==> config.mk <==
export PLATFORM = sky130hd
export DESIGN_NAME = positional_list_store_core
export DESIGN_NICKNAME = d
export VERILOG_FILES = /design/src/hdl/plsc_pkg.sv /design/src/hdl/plsc_cell.sv /design/src/hdl/positional_list_store_core.sv
export SDC_FILE = /design/constraint.sdc
export NUM_CORES = 1
export LEC_CHECK = 0
export BUFFER_PORTS_ARGS = -buffer_cell sky130_fd_sc_hd__buf_2
export CAP_MARGIN = 0
export CORE_UTILIZATION = 40
export CTS_BUF_LIST = sky130_fd_sc_hd__clkbuf_16
export CTS_CLUSTER_DIAMETER = 150
export DETAILED_ROUTE_END_ITERATION = 12
export PLACE_DENSITY = 0.51
export SLEW_MARGIN = 20
export SYNTH_ARGS = -nofsm -noshare
export SYNTH_HDL_FRONTEND = slang
export SYNTH_SLANG_ARGS = --single-unit
==> constraint.sdc <==
create_clock -name clk -period 13.2 [get_ports clk]
set_clock_uncertainty 0.2 [all_clocks]
set_input_delay 1.32 -clock clk [delete_from_list [all_inputs] [get_ports clk]]
set_output_delay 1.32 -clock clk [all_outputs]
set_load 0.005 [all_outputs]
==> src/hdl/plsc_pkg.sv <==
// ============================================================================
// plsc_pkg: shared definitions for the positional list store
// Capacity, derived widths, command and status codes, and the control word
// that the top level hands to every storage cell.
// ============================================================================
package plsc_pkg;

    localparam int CAPACITY = 16;
    localparam int IDX_W    = (CAPACITY > 1) ? $clog2(CAPACITY) : 1;
    localparam int CNT_W    = $clog2(CAPACITY + 1);
    // Common width for comparing the 8-bit position against the count.
    localparam int CMP_W    = (CNT_W > 8) ? CNT_W : 8;

    localparam logic signed [4:0] FOUND_NONE = -5'sd1;

    typedef enum logic [1:0] {
        CMD_INSERT = 2'd0,
        CMD_FIND   = 2'd1,
        CMD_REWIND = 2'd2,
        CMD_NEXT   = 2'd3
    } cmd_t;

    typedef enum logic [1:0] {
        ST_OK        = 2'd0,
        ST_FULL      = 2'd1,
        ST_NOTFOUND  = 2'd2,
        ST_EXHAUSTED = 2'd3
    } status_t;

    typedef struct packed {
        logic occupied;   // cell position is below the element count
        logic load;       // cell takes the inserted word
        logic take_left;  // cell takes its lower neighbor's word
    } cell_ctrl_t;

endpackage

==> src/hdl/plsc_cell.sv <==
// ============================================================================
// plsc_cell: one storage cell of the list
// Holds one element, shifts in its lower neighbor's element on an insert
// below it, loads the new word at the insert point, and compares its element
// against the search key.
// ============================================================================
module plsc_cell (
    input  logic                 clk,
    input  plsc_pkg::cell_ctrl_t ctrl,
    input  logic signed [31:0]   left_value,
    input  logic signed [31:0]   din,
    output logic signed [31:0]   slot_value,
    output logic                 match
);
    import plsc_pkg::*;

    logic signed [31:0] slot_reg;
    logic signed [31:0] slot_next;

    always_comb
    begin
        slot_next = slot_reg;
        if (ctrl.take_left)
        begin
            slot_next = left_value;
        end
        else if (ctrl.load)
        begin
            slot_next = din;
        end
    end

    always_ff @(posedge clk)
    begin
        slot_reg <= slot_next;
    end

    assign slot_value = slot_reg;
    assign match      = ctrl.occupied && (slot_reg == din);

endmodule

==> src/hdl/positional_list_store_core.sv <==
// ============================================================================
// positional_list_store_core: bounded ordered list with one read cursor
// A row of storage cells that shift and compare in parallel to insert, search and read.
// ============================================================================
//
// Usage:
// The input channel (in_valid / in_ready) carries one command word with a
// value and a position. The output channel (out_valid / out_ready) returns
// exactly one result word per command, in order.
// The result of an accepted word is held in an output register and shows in
// the cycle after the word is accepted. Throughput is one word per cycle while
// the receiver takes each result; it is set by the row of cells, which all
// shift and compare in parallel, and by the single output register. A new word
// is taken in the same cycle that the waiting result is taken.
// When the receiver stalls, the result stays in the output register and
// in_ready drops until that result is taken; nothing is lost or repeated.
// Reset empties the list, rewinds the cursor and marks it not live, and
// clears the output valid flag. The element cells are not cleared; only
// cells below the element count are ever read or compared.
//
module positional_list_store_core (
    input  logic               clk,
    input  logic               rst_n,
    input  logic               in_valid,
    output logic               in_ready,
    input  logic [1:0]         command,
    input  logic signed [31:0] value,
    input  logic [7:0]         position,
    output logic               out_valid,
    input  logic               out_ready,
    output logic [1:0]         status,
    output logic signed [4:0]  found_index,
    output logic signed [31:0] element,
    output logic               has_next,
    output logic [4:0]         element_total
);
    import plsc_pkg::*;

    // List control state.
    logic [CNT_W-1:0] count_reg, count_next;
    logic [IDX_W-1:0] cursor_reg, cursor_next;
    logic             live_reg, live_next;

    // Output register.
    logic               out_valid_reg;
    status_t            status_reg, status_next;
    logic signed [4:0]  found_reg, found_next;
    logic signed [31:0] element_reg, element_next;
    logic               has_next_reg;
    logic [4:0]         total_reg;

    logic accept;
    cmd_t cmd;

    // Row of cells.
    cell_ctrl_t         cell_ctrl  [CAPACITY];
    logic signed [31:0] cell_value [CAPACITY];
    logic [CAPACITY-1:0] cell_match;

    // Insert point, clamped to the count.
    logic [CMP_W-1:0] pos_ext, count_ext;
    logic [CNT_W-1:0] eff_pos;
    logic             full;
    logic             ins_go;

    // Search result.
    logic             hit;
    logic [IDX_W-1:0] hit_idx;
    logic [CMP_W-1:0] hit_wide;
    logic [CMP_W-1:0] total_wide;

    // Cursor arithmetic.
    logic [CNT_W-1:0] cursor_cnt;
    logic [CNT_W-1:0] cursor_inc;

    assign in_ready = !out_valid_reg || out_ready;
    assign accept   = in_valid && in_ready;
    assign cmd      = cmd_t'(command);

    assign pos_ext   = CMP_W'(position);
    assign count_ext = CMP_W'(count_reg);
    assign eff_pos   = (pos_ext > count_ext) ? count_reg : pos_ext[CNT_W-1:0];
    assign full      = (count_reg == CNT_W'(CAPACITY));
    assign ins_go    = accept && (cmd == CMD_INSERT) && !full;

    assign cursor_cnt = CNT_W'(cursor_reg);
    assign cursor_inc = cursor_cnt + 1'b1;

    // Each cell is told whether it is occupied, whether it is the insert
    // point, and whether it lies in the range that moves up by one.
    genvar gi;
    generate
        for (gi = 0; gi < CAPACITY; gi++)
        begin : g_cell
            assign cell_ctrl[gi].occupied  = CNT_W'(gi) < count_reg;
            assign cell_ctrl[gi].load      = ins_go && (CNT_W'(gi) == eff_pos);
            assign cell_ctrl[gi].take_left = ins_go && (CNT_W'(gi) > eff_pos)
                                             && (CNT_W'(gi) <= count_reg);
            if (gi == 0)
            begin : g_head
                plsc_cell u_cell (
                    .clk        (clk),
                    .ctrl       (cell_ctrl[gi]),
                    .left_value (value),
                    .din        (value),
                    .slot_value (cell_value[gi]),
                    .match      (cell_match[gi])
                );
            end
            else
            begin : g_body
                plsc_cell u_cell (
                    .clk        (clk),
                    .ctrl       (cell_ctrl[gi]),
                    .left_value (cell_value[gi-1]),
                    .din        (value),
                    .slot_value (cell_value[gi]),
                    .match      (cell_match[gi])
                );
            end
        end
    endgenerate

    // Lowest matching cell wins: scan from the top so that lower hits
    // overwrite higher ones.
    always_comb
    begin
        hit     = 1'b0;
        hit_idx = '0;
        for (int i = CAPACITY - 1; i >= 0; i--)
        begin
            if (cell_match[i])
            begin
                hit     = 1'b1;
                hit_idx = IDX_W'(i);
            end
        end
    end

    assign hit_wide = CMP_W'(hit_idx);

    // Next state and result for the word at the input.
    always_comb
    begin
        count_next   = count_reg;
        cursor_next  = cursor_reg;
        live_next    = live_reg;
        status_next  = ST_OK;
        found_next   = FOUND_NONE;
        element_next = '0;
        unique case (cmd)
            CMD_INSERT:
            begin
                if (full)
                begin
                    status_next = ST_FULL;
                end
                else
                begin
                    count_next = count_reg + 1'b1;
                    // An insert at or before a live cursor keeps it on the
                    // same element.
                    if (live_reg && (eff_pos <= cursor_cnt))
                    begin
                        cursor_next = cursor_reg + 1'b1;
                    end
                end
            end
            CMD_FIND:
            begin
                if (hit)
                begin
                    found_next = hit_wide[4:0];
                end
                else
                begin
                    status_next = ST_NOTFOUND;
                end
            end
            CMD_REWIND:
            begin
                cursor_next = '0;
                live_next   = (count_reg != '0);
            end
            CMD_NEXT:
            begin
                if (live_reg && (cursor_cnt < count_reg))
                begin
                    element_next = cell_value[cursor_reg];
                    cursor_next  = cursor_inc[IDX_W-1:0];
                    live_next    = (cursor_inc < count_reg);
                end
                else
                begin
                    live_next   = 1'b0;
                    status_next = ST_EXHAUSTED;
                end
            end
            default:
            begin
                status_next = ST_OK;
            end
        endcase
    end

    assign total_wide = CMP_W'(count_next);

    always_ff @(posedge clk or negedge rst_n)
    begin
        if (!rst_n)
        begin
            count_reg     <= '0;
            cursor_reg    <= '0;
            live_reg      <= 1'b0;
            out_valid_reg <= 1'b0;
        end
        else
        begin
            if (accept)
            begin
                count_reg     <= count_next;
                cursor_reg    <= cursor_next;
                live_reg      <= live_next;
                out_valid_reg <= 1'b1;
            end
            else if (out_ready)
            begin
                out_valid_reg <= 1'b0;
            end
        end
    end

    // Result payload needs no reset; it is qualified by out_valid.
    always_ff @(posedge clk)
    begin
        if (accept)
        begin
            status_reg   <= status_next;
            found_reg    <= found_next;
            element_reg  <= element_next;
            has_next_reg <= live_next;
            total_reg    <= total_wide[4:0];
        end
    end

    assign out_valid     = out_valid_reg;
    assign status        = status_reg;
    assign found_index   = found_reg;
    assign element       = element_reg;
    assign has_next      = has_next_reg;
    assign element_total = total_reg;

endmodule

==> impl_metrics.prom <==
# TYPE chip_impl_metric gauge
chip_impl_info{name="run_status",value="finished clean"} 1
chip_impl_metric{name="largest_register_ffs",unit=""} 480
chip_impl_metric{name="die_height",unit="um"} 296
chip_impl_metric{name="coreArea",unit="um2"} 85400
chip_impl_metric{name="drc_errors",unit=""} 0
chip_impl_metric{name="switch_pwr",unit="mW"} 2.14
chip_impl_metric{name="cellLeakagePower",unit="nW"} 12.4
chip_impl_metric{name="timing.final.crit_share",unit="%"} 42.7
chip_impl_metric{name="postSynthAreaPerCell",unit="um2"} 14.3
chip_impl_metric{name="power.switching_fraction",unit="%"} 34.7
chip_impl_metric{name="dieArea",unit="um2"} 87700
chip_impl_metric{name="filler_cell_count",unit=""} 7756
chip_impl_metric{name="wirelength",unit="um"} 131000
chip_impl_metric{name="power_per_cell_area",unit="nW/um2"} 160
chip_impl_metric{name="clock_tree.buffer_depth",unit=""} 3
chip_impl_metric{name="async_flop_share",unit="%"} 1.94
chip_impl_metric{name="report.final.slew_viol_count",unit=""} 0
chip_impl_metric{name="layout-area-overhead-vs-synth",unit="%"} 11.2
chip_impl_metric{name="path_max_fanout",unit=""} 33
chip_impl_info{name="worstHoldPathType",value="reg -> reg"} 1
chip_impl_info{name="critical_path.slowest_cell",value="a21oi_4"} 1
chip_impl_metric{name="dp_slack",unit="ns"} 7.36
chip_impl_metric{name="layout.core_utilization",unit="%"} 45.0
chip_impl_metric{name="relative_slew_slack",unit="%"} 25.6
chip_impl_info{name="clockRootBuffer",value="clkbuf_16"} 1
chip_impl_metric{name="p_int",unit="mW"} 4.03
chip_impl_metric{name="clkPwrFrac",unit="%"} 31.3
chip_impl_info{name="kind_of_capture_point_of_the_worst_setup_path",value="flip-flop"} 1
chip_impl_metric{name="slowest_delay",unit="ns"} 0.93
chip_impl_metric{name="insertion_delay",unit="ns"} 0.62
chip_impl_metric{name="num_vias",unit=""} 22200
chip_impl_metric{name="die_width",unit="um"} 296
chip_impl_metric{name="cts_buffers",unit=""} 72
chip_impl_metric{name="postCtsSetupBuffers",unit=""} 0
chip_impl_metric{name="synth-seq-cells",unit=""} 568
chip_impl_metric{name="nNetsFinal",unit=""} 2482
chip_impl_metric{name="synth_cell_type_count",unit=""} 69
chip_impl_metric{name="port_buffers",unit=""} 92
chip_impl_info{name="critical_path.top_delay_family",value="simple AND/OR/NAND/NOR gates"} 1
chip_impl_metric{name="final_weighted_congestion_in_routability_driven_placement",unit=""} 0.895
chip_impl_metric{name="gr-total-overflow",unit=""} 0
chip_impl_metric{name="io_pins",unit=""} 93
chip_impl_metric{name="antenna_violating_nets_post_route",unit=""} 0
chip_impl_metric{name="mappedNetlistArea",unit="um2"} 34600
chip_impl_metric{name="seqPwrFrac",unit="%"} 36.9
chip_impl_metric{name="number_of_buffers_inserted_by_hold_repair_at_cts",unit=""} 0
chip_impl_metric{name="cts_max_level",unit=""} 3
chip_impl_info{name="tritoncts",value="yes"} 1
chip_impl_metric{name="post_synth_inst_count",unit=""} 2414
chip_impl_metric{name="drtIter0Drc",unit=""} 2307
chip_impl_metric{name="period_needed",unit="ns"} 5.64
chip_impl_metric{name="reg2reg_setup_slack",unit="ns"} 7.56
chip_impl_info{name="synth_top_flop_cell",value="edfxtp_1"} 1
chip_impl_metric{name="cp_data_arrival_time",unit="ns"} 5.67
chip_impl_metric{name="timing.critical_path.required",unit="ns"} 13.24
chip_impl_metric{name="vdd_drop_max",unit="mV"} 0.128
chip_impl_metric{name="grt_pass1_wl",unit="um"} 182000
chip_impl_info{name="crit_top_cell",value="nor2_4"} 1
chip_impl_metric{name="worst_setup_hold_path_clk_slew",unit="ns"} 0.06
chip_impl_info{name="critical_path.cell_chain",value="inv_1 > ha_1 > nand2_1 > nor2_1 > o21ai_1 > nor2_4 > mux2_4 > nor2_4 > nand3_1 > a21oi_4 > or2_2"} 1
chip_impl_metric{name="routed_via_density",unit=""} 6.13
chip_impl_metric{name="grtUsageTotal",unit="%"} 30.0
chip_impl_metric{name="initial_utilization",unit="%"} 40.5
chip_impl_metric{name="ys_seq_area_share",unit="%"} 49.1
chip_impl_metric{name="layout_setup_ws",unit="ns"} 7.56
chip_impl_metric{name="finalNonFillerCells",unit=""} 3616
chip_impl_metric{name="synth_nets",unit=""} 2480
chip_impl_metric{name="tritoncts_num_sinks",unit=""} 568
chip_impl_metric{name="synth_edf_count",unit=""} 557
chip_impl_info{name="rsz_0062_raised_after_global_routing",value="false"} 1
chip_impl_metric{name="antenna_found_initial",unit=""} 15
chip_impl_metric{name="cp.buffers_inverters",unit=""} 1
chip_impl_metric{name="cts_resized",unit=""} 0
chip_impl_metric{name="hold_violations",unit=""} 0
chip_impl_metric{name="placed_cells_incl_taps",unit=""} 3485
chip_impl_metric{name="cap_viol_max_count",unit=""} 0
chip_impl_metric{name="timing.setup.tns",unit="ns"} 0
chip_impl_metric{name="detailed_route_wire_length_per_cell",unit="um"} 36.3
chip_impl_metric{name="power.combinational.fraction",unit="%"} 31.8
chip_impl_metric{name="place_hpwl",unit="um"} 93800
chip_impl_metric{name="first_global_vias",unit=""} 22200
chip_impl_info{name="timing_worst_setup_path_type",value="reg -> reg"} 1
chip_impl_metric{name="max_slew.worst_pin.slew",unit="ns"} 1.12
chip_impl_metric{name="post_route_cells_drive_above_1_share",unit="%"} 34.2
chip_impl_metric{name="maxClockFrequency",unit="MHz"} 177
chip_impl_metric{name="ys_warn_count",unit=""} 0
chip_impl_info{name="cp-start-kind",value="flip-flop"} 1
chip_impl_metric{name="placementRows",unit=""} 107
chip_impl_metric{name="grt_start_max_net_pins",unit=""} 99
chip_impl_metric{name="detailedRoute.firstPassIterationCount",unit=""} 6
chip_impl_metric{name="timing.final.setup_violations",unit=""} 0
[metal layers]
metal	share of wire, %	GRT usage [%]	vias to the layer above
met5	0.021	0	-
li1	-	-	9200
met2	47	48.1	849
met4	4.7	12.6	4
met3	5.0	3.22	195
met1	43	41.5	11900
[Yosys cell counts, types with 12 or more instances]
cell      instances  area share, %
a21oi_1          18           0.26
nand4_1          61            1.1
o21ai_0          14           0.20
buf_1            14           0.15
buf_4            25           0.54
buf_2            79            1.1
mux4_2          160             10
mux2_2          382             12
nand2b_1         12           0.22
xor2_1          321            8.1
nand3_1          33           0.48
mux2_1           98            3.2
edfxtp_1        557             48
ha_1             20           0.72
nor4_1           84            1.5
xnor2_1         199            5.0
nor3_1           26           0.38
nor2b_1          39           0.71
nor2_1           28           0.30
clkbuf_1        104            1.1
nand2_1          30           0.33
[power groups by stage]
stage	Sequential [mW]	Combinational (mW)	Clock [mW]
after detailed placement	2.31	1.94	0
after global routing	2.29	2.03	2.02
after floorplan	2.21	1.24	0
final	2.27	1.96	1.93
after CTS	2.28	1.95	1.96
after global placement	2.31	1.95	0
[final cells by class]
type | instances | area, um2 | area share [%]
flip-flops and latches | 568 | 17000 | 44.2
multi-input cells | 1607 | 16800 | 43.6
clock buffers | 76 | 1900 | 4.94
well taps | 1144 | 1430 | 3.72
repair buffers | 152 | 968 | 2.52
clock inverters | 53 | 339 | 0.882
inverters | 15 | 58.8 | 0.153
diodes | 1 | 2.50 | 0.00651
[final timing paths]
| kind | startpoint | endpoint | cells past startpoint |
|---|---|---|---|
| hold / removal | out_valid | out_valid | 2 |
| hold reg to reg | out_valid | out_valid | 2 |
| setup / recovery | count_reg[4] | g_cell[4].g_body.u_cell.slot_value[9] | 11 |
| setup reg to reg | count_reg[4] | g_cell[4].g_body.u_cell.slot_value[9] | 11 |
| min in group asynchronous | rst_n | count_reg[0] | 1 |
| max in group asynchronous | rst_n | cursor_reg[0] | 1 |
[placed cells by master (no fill, tap or decap), types with 4 or more instances in the layout]
master | synthesis | final
a21o_1 | 4 | 4
a21oi_1 | 18 | 16
a21oi_4 | 0 | 4
buf_2 | 79 | 92
buf_4 | 25 | 56
bufinv_16 | 0 | 4
clkbuf_16 | 0 | 76
clkinv_1 | 1 | 18
clkinv_2 | 0 | 8
dfrtp_1 | 11 | 8
edfxtp_1 | 557 | 557
ha_1 | 20 | 20
inv_1 | 9 | 29
inv_2 | 4 | 4
mux2_1 | 98 | 98
mux2_2 | 382 | 382
mux4_2 | 160 | 160
nand2_1 | 30 | 30
nand2b_1 | 12 | 12
nand3_1 | 33 | 32
nand4_1 | 61 | 61
nor2_1 | 28 | 25
nor2_4 | 2 | 5
nor2b_1 | 39 | 39
nor3_1 | 26 | 26
nor4_1 | 84 | 83
o21ai_0 | 14 | 13
o21bai_4 | 0 | 5
xnor2_1 | 199 | 199
xor2_1 | 321 | 321
[cells by family after synthesis]
kind of cell             Yosys count  share of synthesized area (%)
XOR/XNOR                         520                           13.2
flip-flops                       568                           49.1
adder cells (fa/ha/maj)           20                          0.723
AND/OR/NAND/NOR                  339                           5.64
multiplexers                     649                           26.4
AO/OA/AOI/OAI                     79                           1.71
buffers and inverters            239                           3.20
[stage by stage]
step	hold WS (ns)	power [mW]	area [um2]
final	0.354	6.17	38500
after global routing	0.370	6.34	38500
after CTS	0.349	6.19	38400
after detailed placement	0.333	4.25	36200
after global placement	0.302	4.26	36100
after floorplan	0.337	3.45	34600
[worst register-to-register path: stages (launching register included)]
cell and delay (ns):
dfrtp_1 0.77, inv_1 0.45, ha_1 0.43, nand2_1 0.08
nor2_1 0.18, o21ai_1 0.13, nor2_4 0.32, mux2_4 0.38
nor2_4 0.23, nand3_1 0.36, a21oi_4 0.93, or2_2 0.77
No activity file was read; power rests on OpenSTA's default activity.
